===== config.mk =====
export PLATFORM = sky130hd
export DESIGN_NAME = intel_hex_record_parser
export DESIGN_NICKNAME = d
export VERILOG_FILES = /design/src/rtl/core/ihex_pkg.sv /design/src/rtl/core/intel_hex_record_parser.sv
export SDC_FILE = /design/constraint.sdc
export NUM_CORES = 1
export LEC_CHECK = 0
export ABC_CLOCK_PERIOD_IN_PS = 4900
export BUFFER_PORTS_ARGS = -buffer_cell sky130_fd_sc_hd__buf_2
export CELL_PAD_IN_SITES_DETAIL_PLACEMENT = 1
export CELL_PAD_IN_SITES_GLOBAL_PLACEMENT = 1
export CORE_MARGIN = 5
export CORE_UTILIZATION = 37
export CTS_BUF_LIST = sky130_fd_sc_hd__clkbuf_2
export CTS_CLUSTER_DIAMETER = 50
export DETAILED_ROUTE_END_ITERATION = 10
export PLACE_DENSITY_LB_ADDON = 0.1
export SLEW_MARGIN = 20
export SYNTH_ARGS = -nofsm -noshare
export SYNTH_HDL_FRONTEND = slang
export SYNTH_SLANG_ARGS = --single-unit
export TNS_END_PERCENT = 50

===== constraint.sdc =====
create_clock -name clk -period 4.9 [get_ports clk]
set_input_delay 0.49 -clock clk [delete_from_list [all_inputs] [get_ports clk]]
set_output_delay 0.49 -clock clk [all_outputs]
set_load 0.02 [all_outputs]

===== src/rtl/core/ihex_pkg.sv =====
package ihex_pkg;

  localparam int AddrW = 17;
  localparam int ByteW = 8;
  localparam int FieldW = 16;

  localparam logic [ByteW-1:0] ColonChar = 8'h3a;

  localparam logic [AddrW-1:0] InitLowReset = 17'd1;
  localparam logic [AddrW-1:0] InitHighReset = 17'd0;

  typedef enum logic [2:0] {
    PH_SEEK = 3'd0,
    PH_LEN  = 3'd1,
    PH_ADDR = 3'd2,
    PH_TYPE = 3'd3,
    PH_DATA = 3'd4,
    PH_CSUM = 3'd5
  } phase_t;

  typedef enum logic {
    REG_INIT_LOW  = 1'b0,
    REG_INIT_HIGH = 1'b1
  } reg_idx_t;

  typedef enum logic {
    RES_WRITE = 1'b0,
    RES_DONE  = 1'b1
  } res_kind_t;

  typedef struct packed {
    logic       ok;
    logic [3:0] val;
  } nib_t;

  function automatic nib_t hex_nibble(input logic [ByteW-1:0] c);
    nib_t r;
    r.ok = 1'b1;
    r.val = 4'd0;
    if (c inside {[8'h30:8'h39]}) begin
      r.val = 4'(c - 8'h30);
    end else if (c inside {[8'h41:8'h46]}) begin
      r.val = 4'(c - 8'h37);
    end else if (c inside {[8'h61:8'h66]}) begin
      r.val = 4'(c - 8'h57);
    end else begin
      r.ok = 1'b0;
    end
    return r;
  endfunction

endpackage


===== src/rtl/core/intel_hex_record_parser.sv =====
// A character word is held in the input register and its result word (if any) is
// registered in the result register; a stalled result holds the character back.
// Throughput: one character per cycle while the result register is not stalled;
// the field decode, byte-sum add and bound compares all sit between the two registers.
// Reset (rst, synchronous): config back to initial_low=1, initial_high=0,
// parser seeks a colon, both pipeline registers empty.
module intel_hex_record_parser (
  input  logic                          clk,
  input  logic                          rst,
  input  logic                          in_valid,
  output logic                          in_stall,
  input  logic                          kind,
  input  logic [ihex_pkg::ByteW-1:0]    input_char,
  output logic                          out_valid,
  input  logic                          out_stall,
  output logic                          result_kind,
  output logic [ihex_pkg::AddrW-1:0]    address,
  output logic [ihex_pkg::ByteW-1:0]    data_byte,
  output logic                          checksum_ok,
  output logic [ihex_pkg::AddrW-1:0]    low_address,
  output logic [ihex_pkg::AddrW-1:0]    high_address,
  input  logic                          psel,
  input  logic                          penable,
  input  logic                          pwrite,
  input  logic [2:0]                    paddr,
  input  logic [31:0]                   pwdata,
  output logic [31:0]                   prdata,
  output logic                          pready
);
  import ihex_pkg::*;

  // configuration
  logic [AddrW-1:0] initial_low;
  logic [AddrW-1:0] initial_high;
  logic             cfg_wr;
  reg_idx_t         cfg_idx;

  assign pready = 1'b1;
  assign cfg_idx = reg_idx_t'(paddr[2]);
  assign cfg_wr = psel && penable && pwrite && pready;

  always_ff @(posedge clk) begin
    if (rst) begin
      initial_low <= InitLowReset;
      initial_high <= InitHighReset;
    end else if (cfg_wr) begin
      case (cfg_idx)
        REG_INIT_LOW:  initial_low <= pwdata[AddrW-1:0];
        REG_INIT_HIGH: initial_high <= pwdata[AddrW-1:0];
        default: ;
      endcase
    end
  end

  always_comb begin
    case (cfg_idx)
      REG_INIT_LOW:  prdata = {{(32-AddrW){1'b0}}, initial_low};
      REG_INIT_HIGH: prdata = {{(32-AddrW){1'b0}}, initial_high};
      default:       prdata = '0;
    endcase
  end

  // input register
  logic             in_q_valid;
  logic             kind_q;
  logic [ByteW-1:0] char_q;
  logic             out_free;
  logic             proc_fire;

  assign out_free = !out_valid || !out_stall;
  assign proc_fire = in_q_valid && out_free;
  assign in_stall = in_q_valid && !out_free;

  always_ff @(posedge clk) begin
    if (rst) begin
      in_q_valid <= 1'b0;
    end else if (in_valid && !in_stall) begin
      in_q_valid <= 1'b1;
    end else if (proc_fire) begin
      in_q_valid <= 1'b0;
    end
  end

  always_ff @(posedge clk) begin
    if (in_valid && !in_stall) begin
      kind_q <= kind;
      char_q <= input_char;
    end
  end

  // parser state
  phase_t            phase, phase_next;
  logic [1:0]        digit_count, digit_count_next;
  logic [FieldW-1:0] field_value, field_value_next;
  logic              field_stopped, field_stopped_next;
  logic [ByteW-1:0]  bytes_left, bytes_left_next;
  logic [FieldW-1:0] base_address, base_address_next;
  logic [AddrW-1:0]  next_address, next_address_next;
  logic [ByteW-1:0]  byte_sum, byte_sum_next;
  logic [AddrW-1:0]  lowest_start, lowest_start_next;
  logic [AddrW-1:0]  highest_end, highest_end_next;

  nib_t              nib;
  logic [FieldW-1:0] fv;
  logic              field_done;
  logic [ByteW-1:0]  sum_add;

  assign nib = hex_nibble(char_q);
  // once a non-hex char is seen the rest of the field is ignored
  assign fv = (!field_stopped && nib.ok) ? {field_value[FieldW-5:0], nib.val} : field_value;
  assign field_done = (phase == PH_ADDR) ? (digit_count == 2'd3) : (digit_count != 2'd0);
  assign sum_add = byte_sum + fv[ByteW-1:0];

  always_comb begin
    phase_next = phase;
    if (proc_fire) begin
      if (kind_q) begin
        phase_next = PH_SEEK;
      end else begin
        case (phase)
          PH_SEEK: if (char_q == ColonChar) phase_next = PH_LEN;
          PH_LEN:  if (field_done) phase_next = PH_ADDR;
          PH_ADDR: if (field_done) phase_next = PH_TYPE;
          PH_TYPE: begin
            if (field_done) begin
              if (fv != '0) phase_next = PH_SEEK;
              else if (bytes_left != '0) phase_next = PH_DATA;
              else phase_next = PH_CSUM;
            end
          end
          PH_DATA: if (field_done && bytes_left == 8'd1) phase_next = PH_CSUM;
          PH_CSUM: if (field_done) phase_next = PH_SEEK;
          default: phase_next = PH_SEEK;
        endcase
      end
    end
  end

  logic             emit;
  res_kind_t        res_kind_next;
  logic [AddrW-1:0] res_addr_next;
  logic [ByteW-1:0] res_data_next;
  logic             res_ok_next;

  always_comb begin
    digit_count_next = digit_count;
    field_value_next = field_value;
    field_stopped_next = field_stopped;
    bytes_left_next = bytes_left;
    base_address_next = base_address;
    next_address_next = next_address;
    byte_sum_next = byte_sum;
    lowest_start_next = lowest_start;
    highest_end_next = highest_end;
    emit = 1'b0;
    res_kind_next = RES_WRITE;
    res_addr_next = next_address;
    res_data_next = fv[ByteW-1:0];
    res_ok_next = 1'b0;
    if (proc_fire) begin
      if (kind_q) begin
        digit_count_next = '0;
        field_value_next = '0;
        field_stopped_next = 1'b0;
        bytes_left_next = '0;
        base_address_next = '0;
        next_address_next = '0;
        byte_sum_next = '0;
        lowest_start_next = initial_low;
        highest_end_next = initial_high;
      end else if (phase == PH_SEEK) begin
        if (char_q == ColonChar) begin
          digit_count_next = '0;
          field_value_next = '0;
          field_stopped_next = 1'b0;
          byte_sum_next = '0;
        end
      end else if (phase == PH_LEN || phase == PH_ADDR || phase == PH_TYPE ||
                   phase == PH_DATA || phase == PH_CSUM) begin
        field_value_next = fv;
        field_stopped_next = field_stopped || !nib.ok;
        digit_count_next = digit_count + 2'd1;
        if (field_done) begin
          digit_count_next = '0;
          field_value_next = '0;
          field_stopped_next = 1'b0;
          case (phase)
            PH_LEN: begin
              bytes_left_next = fv[ByteW-1:0];
              byte_sum_next = sum_add;
            end
            PH_ADDR: begin
              base_address_next = fv;
              next_address_next = {1'b0, fv};
              byte_sum_next = sum_add + fv[FieldW-1:ByteW];
            end
            PH_TYPE: byte_sum_next = sum_add;
            PH_DATA: begin
              emit = 1'b1;
              next_address_next = next_address + 17'd1;
              byte_sum_next = sum_add;
              bytes_left_next = bytes_left - 8'd1;
            end
            default: begin
              // checksum field: close the record
              byte_sum_next = sum_add;
              if (lowest_start > {1'b0, base_address}) lowest_start_next = {1'b0, base_address};
              if (highest_end < next_address) highest_end_next = next_address;
              emit = 1'b1;
              res_kind_next = RES_DONE;
              res_addr_next = {1'b0, base_address};
              res_data_next = '0;
              res_ok_next = (sum_add == '0);
            end
          endcase
        end
      end
    end
  end

  always_ff @(posedge clk) begin
    if (rst) begin
      phase <= PH_SEEK;
      digit_count <= '0;
      field_value <= '0;
      field_stopped <= 1'b0;
      bytes_left <= '0;
      base_address <= '0;
      next_address <= '0;
      byte_sum <= '0;
      lowest_start <= InitLowReset;
      highest_end <= InitHighReset;
    end else begin
      phase <= phase_next;
      digit_count <= digit_count_next;
      field_value <= field_value_next;
      field_stopped <= field_stopped_next;
      bytes_left <= bytes_left_next;
      base_address <= base_address_next;
      next_address <= next_address_next;
      byte_sum <= byte_sum_next;
      lowest_start <= lowest_start_next;
      highest_end <= highest_end_next;
    end
  end

  // result register
  always_ff @(posedge clk) begin
    if (rst) begin
      out_valid <= 1'b0;
    end else if (proc_fire && emit) begin
      out_valid <= 1'b1;
    end else if (!out_stall) begin
      out_valid <= 1'b0;
    end
  end

  always_ff @(posedge clk) begin
    if (proc_fire && emit) begin
      result_kind <= res_kind_next;
      address <= res_addr_next;
      data_byte <= res_data_next;
      checksum_ok <= res_ok_next;
      low_address <= lowest_start_next;
      high_address <= highest_end_next;
    end
  end

`ifndef ASSERT_OFF
  a_write_no_ok: assert property (@(posedge clk) disable iff (rst)
    out_valid && (result_kind == RES_WRITE) |-> !checksum_ok)
    else $error("data write word carries checksum flag");

  a_done_zero_data: assert property (@(posedge clk) disable iff (rst)
    out_valid && (result_kind == RES_DONE) |-> (data_byte == '0))
    else $error("record-done word carries nonzero data");

  a_restart_seek: assert property (@(posedge clk) disable iff (rst)
    proc_fire && kind_q |=> (phase == PH_SEEK) && (byte_sum == '0) && !out_valid ||
      (phase == PH_SEEK) && (byte_sum == '0) && $past(out_valid && out_stall))
    else $error("restart did not return parser to colon search");

  a_stall_when_blocked: assert property (@(posedge clk) disable iff (rst)
    in_q_valid && !proc_fire |-> in_stall)
    else $error("input accepted while held character is blocked");
`endif

endmodule


==> metrics.md, run 1 <==
| Metric | Value |
|---|---|
| Status | finished clean |
| Crit-path max FO | 5 |
| Nets | about 1500 |
| H-tree levels | 2 |
| Sequential share of the synthesized area | roughly 45% |
| Hold slack | 0.243 ns |
| GP Congestion | 0.823 |
| Max-Cap Viols | 0 |
| Achievable frequency | 224 MHz |
| Crit. End Element | flop |
| Post-synthesis cell area | 0.0110 mm^2 |
| Post-Synthesis Cells | between 1000 and 1500 |
| Slowest CP cell | edfxtp_1 |
| CP top delay family | adder cells |
| Deepest clock path buffer count | 3 |
| Commonest cells post-synth | nand2_1, dfxtp_1, nor2_1 |
| Post-layout util | a little over two fifths |
| Vias | just under 10000 |
| Worst-path clk slew | between 0.1 and 0.15 ns |
| Clk sinks | 211 |
| First-pass GRT wire length | 56200 um |
| TritonCTS clock tree | yes |
| PnR worst setup slack | 0.432 ns |
| Final wirelength | 36600 um |
| Post-DRT Antenna Nets | 0 |
| Synth area leaders | dfxtp_1, edfxtp_1, ha_1 |
| Crit path kind | flop to flop |
| Tightest Pin Transition | 1.07 ns |
| FF+latch count, synth | 211 |
| Die Area | 0.0334 mm^2 |
| Setup TNS Final | 0 ns |
| IO buf count | 113 |
| Wire per inst | 19.8 um |
| Slew HR | 28.7% |
| Most used flip-flop cell after synthesis | dfxtp_1 |
| Slew Limit Fails | 0 |
| Vias in the first global route | 9889 |
| Worst setup SP type | flop |
| Clock root buffer | clkbuf_2 |
| Detailed Routing Iterations Pass 1 | 5 |
| Pre-CTS setup slack | 0.282 ns |
| Gr usage total | 21.3% |
| Async SR Flop Fraction | 0% |
| Total gr overflow | 0 |
| Detailed-route DRC error count | 0 |
| Cell area after placement | 0.0120 mm^2 |
| Share of cells above drive strength 1 | between 10% and 20% |
| Final hold violations | 0 |
| Initial Util | between 30% and 40% |
| Ys Warns | 0 |
| Min cycle time layout | 4.47 ns |
| Die height | between 150 and 200 um |
| CP arrival | 5.26 ns |
| Area Overhead vs Synth | 16.4% |
| Initial antenna violation count | 2 |
| Power per cell area | 263 mW/mm^2 |
| Cell Rows | 63 |
| Yosys top cell by area | dfxtp_1 |
| Final Cell Area | 0.0128 mm^2 |
| Count leader, synth | nand2_1 |
| Hpwl dp | about 26000 um |
| Distinct cells, synth | between 60 and 70 |
| CP max stage delay | 0.44 ns |
| Tcrit/Tclk final | 91.2% |
| Top cell type's share of synthesized area | 25.6% |
| Max VDD drop | 0.132 mV |
| Initial DRC Count | 578 |
| Leak pwr | slightly above 5 nW |
| I/O Pins | 147 |
| Vias/cell | 5.31 |
| Die Width | 183 um |
| Filler instances | 3579 |
| Final setup fails | 0 |
| CP Data Required Time | 5.69 ns |
| Core box area | 0.0296 mm^2 |
| Buf/Inv on CP | 5 |
| Syn Area/Cell | approximately 8.9 um^2 |
| Worst-Skew Late Latency | around 0.9 ns |
| Hold Path Class | input pin to flop |
| CTS Buf Count | 58 |
| Post-synth EDFFs | 70 |
| Clock Skews | 0.0890 ns |
| Largest net degree at the start of global routing | 94 |
[what timing repair did]
item | CTS | global route
buffers inserted | 0 | 4
gates resized for setup | 0 | 3
hold buffers | 31 | 0
setup endpoints to repair | 0 | 1
hold endpoints to repair | 65 | 0
[registers in the layout (all words and copies together) (netlist names), 2 cells and up]
register      flops
address          17
base_address     16
byte_sum          8
bytes_left        8
char_q            8
data_byte         8
digit_count       2
field_value      16
high_address     17
highest_end      17
initial_high     17
initial_low      17
low_address      17
lowest_start     17
next_address     17
phase             3
[power breakdown]
| group | switching [mW] | internal [mW] |
|---|---|---|
| Sequential | 0.0263 | 1.82 |
| Combinational | 0.191 | 0.121 |
| Clock | 0.803 | 0.419 |
| Total | 1.02 | 2.36 |
[area by class of cell]
type	instances	area, um^2	share of cell area, %
antenna	1	2.50	0.0195
clock buffer	71	355	2.77
clock inverter	38	154	1.20
inverter	69	259	2.02
multi-input combinational	891	5530	43.1
sequential	211	4920	38.4
tap	390	488	3.80
timing repair buffer	175	1120	8.75
[logic make-up after synthesis]
logic type | after synthesis | share of synthesized area (%)
compound gates | 297 | 17.6
xor+xnor | 19 | 1.51
fa+ha+maj | 58 | 6.71
buf+inv | 157 | 5.98
flops | 211 | 44.6
mux | 35 | 3.46
other cells | 2 | 0.0681
simple gates | 466 | 20.0
[tightest hold or removal path, delay by kind of cell]
| kind | cells | cell delay [ns] |
|---|---|---|
| AND/OR/NAND/NOR | 3 | 0.25 |
| buffers and inverters | 2 | 0.30 |
| AO/OA/AOI/OAI | 1 | 0.05 |
[routing by layer]
layer  global-route usage, %  wire length [um]  vias to the layer above  part of all wire [%]
met3                    3.09              1420                       52                   3.9
met2                    33.8             16800                      199                    46
li1                        -                 -                     4742                     -
met4                    6.09               758                        0                   2.1
met5                       0                 0                        -                     0
met1                    30.2             17600                     4814                    48
[per-stage QoR]
stage	cells	total power [mW]
2_1_floorplan	1259	2.09
3_3_place_gp	1701	2.17
3_5_place_dp	1701	2.18
4_1_cts	1841	3.44
5_1_grt	1846	3.57
6_report	1846	3.38
[cell usage in the layout, fill, tap and decap left out, types with 7 or more instances in the layout]
cell and instances:
dlygate4sd3_1 31, inv_1 68, a21oi_1 81, nor3_1 19
edfxtp_1 70, nand3_1 32, nor2b_1 48, clkinv_2 9
clkinv_1 28, nor2_1 111, mux2i_1 10, a21o_1 14
a31oi_1 20, ha_1 56, xnor2_1 13, buf_2 112
nor3b_1 17, a22oi_1 34, conb_1 16, o21ai_0 71
o221a_2 17, buf_4 31, clkbuf_2 71, a311o_1 15
dfxtp_1 141, mux2_2 25, and2_1 7, nand2_1 178
and3_1 8, nand2b_1 7, nor4_1 9
[path summary, 6_finish.rpt]
path	cells past startpoint	endpoint	start	slack [ns]
max	25	byte_sum[7]$_SDFFE_PP0P_	char_q[0]$_DFFE_PP_	0.43
min	6	initial_low[1]$_SDFFE_PP0P_	penable	0.24
max reg2reg	25	byte_sum[7]$_SDFFE_PP0P_	char_q[0]$_DFFE_PP_	0.43
min reg2reg	2	byte_sum[4]$_SDFFE_PP0P_	byte_sum[4]$_SDFFE_PP0P_	0.48
No activity file was read; power rests on OpenSTA's default activity.
==> run 2, diff against run 1 <==
BUFFER_PORTS_ARGS = -buffer_cell sky130_fd_sc_hd__clkbuf_2   (was -buffer_cell sky130_fd_sc_hd__buf_2)
==> metrics.md, run 2 (synthesis gave the netlist of run 1 again) <==
| Metric | Value |
|---|---|
| Die height | 183 um |
| Clock Skews | 0.0712 ns |
| Power per cell area | 272 mW/mm^2 |
| Placed cells | 1701 |
| Vias/cell | 5.30 |
| Vias in the first global route | ~9700 |
| Total power | 3.51 mW |
| Post-DRT Antenna Nets | 0 |
| Initial Util | 37.3% |
| Share of cells above drive strength 1 | 19.5% |
| Filler instances | approximately 3600 |
| Status | finished clean |
| Gr usage total | between 20% and 30% |
| Tightest Pin Transition | approximately 1.0 ns |
| Reg2reg end | byte_sum[7]$_SDFFE_PP0P_ |
| Commonest non-fill, non-tap cell in the layout | clkbuf_2 |
| Finished Layout Cells | 1842 |
| Final wirelength | 36400 um |
| Reg2reg path depth | 25 |
| PnR worst setup slack | 0.380 ns |
| Hold path startpoint | rst |
| Nets | about 1500 |
| CTS Buf Count | 58 |
| Clock root buffer | clkbuf_2 |
| Max-Cap Viols | 0 |
| Die Width | 183 um |
| Most frequent cells in the layout | clkbuf_2, nand2_1, dfxtp_1, nor2_1, a21oi_1 |
| Clk sinks | 211 |
| Initial antenna violation count | 1 |
| Crit. End Element | flop |
| I/O Pins | 147 |
| Largest net degree at the start of global routing | 71 |
| Area Overhead vs Synth | 16.8% |
| Max VDD drop | 0.164 mV |
| CP max stage delay | roughly 0.46 ns |
| Die Area | roughly 0.033 mm^2 |
| Deepest clock path buffer count | 3 |
| Final setup fails | 0 |
| Core box area | approximately 0.030 mm^2 |
| Cell Rows | between 60 and 70 |
| Slew Limit Fails | 0 |
| Hold Path Class | input pin to flop |
| Crit-path max FO | 5 |
| Unrepaired setup endpoints after global routing | no |
| Pre-CTS setup slack | 0.323 ns |
| R2R setup slack | ~0.38 ns |
| Vias | 9766 |
| Hold Path Depth | 2 |
| Post-layout util | 43.6% |
| FF-to-FF Start | char_q[1]$_DFFE_PP_ |
| CP Data Required Time | approximately 5.7 ns |
| Initial DRC Count | ~470 |
| IO buf count | 113 |
| Hpwl dp | 25700 um |
| GP Congestion | slightly above 0.8 |
| Hold Path Sink | field_value[6]$_SDFFE_PP0P_ |
| First-pass GRT wire length | 55800 um |
| Slowest CP cell | edfxtp_1 |
| Worst-path clk slew | 0.12 ns |
| TritonCTS clock tree | yes |
| Leak pwr | 5.22 nW |
| Worst setup SP type | flop |
| CP arrival | 5.28 ns |
| Total gr overflow | 0 |
| H-tree levels | 2 |
| Slew HR | slightly above 30% |
| Tcrit/Tclk final | 92.3% |
| Worst-Skew Late Latency | 0.87 ns |
| Crit path kind | flop to flop |
| Wire per inst | 19.8 um |
| Min cycle time layout | 4.52 ns |
| Final hold violations | 0 |
| Detailed-route DRC error count | 0 |
| Detailed Routing Iterations Pass 1 | 4 |
| Setup TNS Final | 0 ns |
| Achievable frequency | 221 MHz |
run 2: worst max path at each step:
stage | cells after the start | from | end | slack, ns
after global placement | 24 | char_q[0]$_DFFE_PP_ | byte_sum[7]$_SDFFE_PP0P_ | 0.38
after global routing | 25 | char_q[1]$_DFFE_PP_ | byte_sum[7]$_SDFFE_PP0P_ | 0.02
final | 25 | char_q[1]$_DFFE_PP_ | byte_sum[7]$_SDFFE_PP0P_ | 0.38
after CTS | 25 | char_q[1]$_DFFE_PP_ | byte_sum[7]$_SDFFE_PP0P_ | 0.26
after detailed placement | 24 | char_q[0]$_DFFE_PP_ | byte_sum[7]$_SDFFE_PP0P_ | 0.32
after floorplan | 22 | char_q[0]$_DFFE_PP_ | byte_sum[7]$_SDFFE_PP0P_ | 0.45
run 2: timing repair:
action                                  CTS  global route
hold endpoints to repair                 45             0
hold buffers                             29             0
buffers inserted                          0             4
endpoints found under the setup margin    0             1
gates resized for setup                   0             3
run 2: layout make-up:
| type | instances | area, um^2 | share of cell area [%] |
|---|---|---|---|
| clock buffer | 80 | 400 | 3.11 |
| sequential | 211 | 4920 | 38.2 |
| multi-input combinational | 891 | 5540 | 43.0 |
| clock inverter | 27 | 160 | 1.24 |
| inverter | 69 | 259 | 2.01 |
| antenna | 1 | 2.50 | 0.0194 |
| timing repair buffer | 173 | 1120 | 8.66 |
| tap | 390 | 488 | 3.79 |
run 2: worst max-delay path, delay by kind of cell, from the launching register on:
family	cells	cell delay (ns)
xor gates and xnor gates	3	0.49
AOI/OAI and AO/OA	6	1.08
adders and majority gates	4	1.09
buffers and inverters	4	0.45
DFF	1	0.46
and+or+nand+nor	8	0.89
run 2: report_power, final:
part / internal (mW) / leakage, nW / switching, mW
Clock: 0.554 / 0.411 / 0.791
Combinational: 0.120 / 3.04 / 0.192
Sequential: 1.82 / 1.76 / 0.0259
run 2: stage by stage:
step	cell area [um^2]	hold WS [ns]
finish	12900	0.201
global route	12900	0.134
CTS	12800	0.105
detailed placement	12000	0.455
global placement	12000	0.446
floorplan	11100	0.432
run 2: metal layers:
| layer | track usage (%) | wire [um] |
|---|---|---|
| met1 | 30.3 | 17600 |
| met5 | 0 | 0 |
| met4 | 5.19 | 683 |
| met3 | 3.51 | 1590 |
| met2 | 33.2 | 16600 |
==> run 3, diff against run 2 <==
REMOVE_ABC_BUFFERS = 1   (was unset)
==> metrics.md, run 3 (synthesis gave the netlist of run 1 again) <==
| Metric | Value |
|---|---|
| Total power | between 3 and 4 mW |
| Area Overhead vs Synth | 16.8% |
| Leak pwr | 5.20 nW |
| Power per cell area | 272 mW/mm^2 |
| Total gr overflow | 0 |
| Achievable frequency | between 200 and 250 MHz |
| Initial antenna violation count | 1 |
| Final hold violations | 0 |
| Vias in the first global route | 9879 |
| Initial DRC Count | 494 |
| Tightest Pin Transition | 1.09 ns |
| Share of cells above drive strength 1 | 19.5% |
| Max VDD drop | roughly 0.10 mV |
| Post-DRT Antenna Nets | 0 |
| Core box area | 0.0296 mm^2 |
| I/O Pins | 147 |
| Wire per inst | 19.7 um |
| Slew HR | about 27% |
| Commonest non-fill, non-tap cell in the layout | clkbuf_2 |
| Final setup fails | 0 |
| Vias/cell | ~5.3 |
| Hpwl dp | 25400 um |
| Tcrit/Tclk final | between 90% and 100% |
| Detailed Routing Iterations Pass 1 | 4 |
| Nets | between 1500 and 2000 |
| Worst-path clk slew | 0.11 ns |
| CP Data Required Time | 5.64 ns |
| Detailed-route DRC error count | 0 |
| Final wirelength | roughly 36000 um |
| Max-Cap Viols | 0 |
| Worst setup SP type | flop |
| H-tree levels | 2 |
| Min cycle time layout | 4.54 ns |
| IO buf count | 113 |
| GP Congestion | roughly 0.8 |
| Worst-Skew Late Latency | 0.87 ns |
| Vias | 9818 |
| Clock root buffer | clkbuf_2 |
| Clock Skews | approximately 0.078 ns |
| Hold Path Class | input pin to flop |
| First-pass GRT wire length | 56200 um |
| Gr usage total | roughly a fifth |
| Final Cell Area | 0.0129 mm^2 |
| CTS Buf Count | 58 |
| Most frequent cells in the layout | clkbuf_2, nand2_1, dfxtp_1, nor2_1, a21oi_1 |
| Initial Util | around 37% |
| Crit. End Element | flop |
| Deepest clock path buffer count | 3 |
| Cell area after placement | 0.0120 mm^2 |
| Largest net degree at the start of global routing | 66 |
| Finished Layout Cells | 1842 |
| Clk sinks | 211 |
| TritonCTS clock tree | yes |
| Die height | 183 um |
| Die Area | 0.0334 mm^2 |
| Slew Limit Fails | 0 |
| Cell Rows | 63 |
| Crit path kind | flop to flop |
| CP arrival | 5.28 ns |
| Die Width | 183 um |
| Status | finished clean |
| Placed cells | 1702 |
| Crit-path max FO | 5 |
==> run 3: cell types whose count changed in the layout (fill, tap and decap cells not counted), sizes merged <==
cell	change
dlygate4sd3	-1
diode	+1
clkinvlp	+1
clkinv	-3
buf	+1
clkbuf	+1
==> run 3: worst max-delay path, cell delays in order (launching register included) <==
cell	delay [ns]
edfxtp_1	0.45
inv_1	0.15
ha_1	0.22
o21bai_1	0.08
a211oi_1	0.24
buf_4	0.18
a211o_1	0.12
nand2_1	0.07
inv_1	0.10
ha_1	0.18
inv_1	0.06
fa_1	0.40
nor2b_1	0.13
o21ai_0	0.10
nand2b_1	0.14
xor2_2	0.24
ha_4	0.26
and3_1	0.18
a2111oi_1	0.39
buf_4	0.19
a21oi_1	0.07
xnor2_1	0.13
nand2_1	0.08
xor2_1	0.17
o21ai_0	0.14
==> run 3: area by class of cell <==
cell class	count	area, um^2
Fill cell	3578	16700
Multi-Input combinational cell	891	5550
Sequential cell	211	4920
Timing Repair Buffer	173	1100
Tap cell	390	488
Clock buffer	81	405
Inverter	69	259
Clock inverter	25	151
Antenna cell	2	5.00
==> run 3: layer usage <==
metal,vias up,wire [um],GRT usage [%]
met4,0,540,4.50
met5,-,0,0
met3,44,1750,3.55
li1,4730,-,-
met1,4821,17400,30.4
met2,223,16600,33.8
==> run 3: path summary, 6_finish.rpt <==
kind | start | to | slack (ns) | cells past startpoint
max reg2reg | char_q[0]$_DFFE_PP_ | byte_sum[7]$_SDFFE_PP0P_ | 0.36 | 24
max | char_q[0]$_DFFE_PP_ | byte_sum[7]$_SDFFE_PP0P_ | 0.36 | 24
min | rst | highest_end[0]$_SDFF_PP0_ | 0.10 | 2
min reg2reg | initial_low[11]$_SDFFE_PP0P_ | initial_low[11]$_SDFFE_PP0P_ | 0.48 | 2
==> run 3: through the flow <==
stage | util (%) | setup slack, ns | setup TNS, ns | hold WS [ns]
6_report | 43.6 | 0.361 | 0 | 0.102
2_1_floorplan | - | 0.422 | 0 | 0.432
5_1_grt | 43.6 | -0.147 | -0.147 | 0.0314
3_3_place_gp | 40.5 | 0.395 | 0 | 0.446
4_1_cts | 43.4 | 0.217 | 0 | 0.0136
3_5_place_dp | 40.5 | 0.305 | 0 | 0.463
==> run 3: power by group <==
part,total [mW],internal [mW],switching [mW]
registers,1.84,1.82,0.0213
logic,0.319,0.120,0.199
clock network,1.34,0.556,0.789
total,3.51,2.50,1.01
==> run 3: repair_timing <==
item / in CTS / in global routing
buffers inserted: 0 / 4
setup endpoints to repair: 0 / 1
hold endpoints to repair: 45 / 0
hold buffers: 28 / 0
resized for setup: 0 / 4
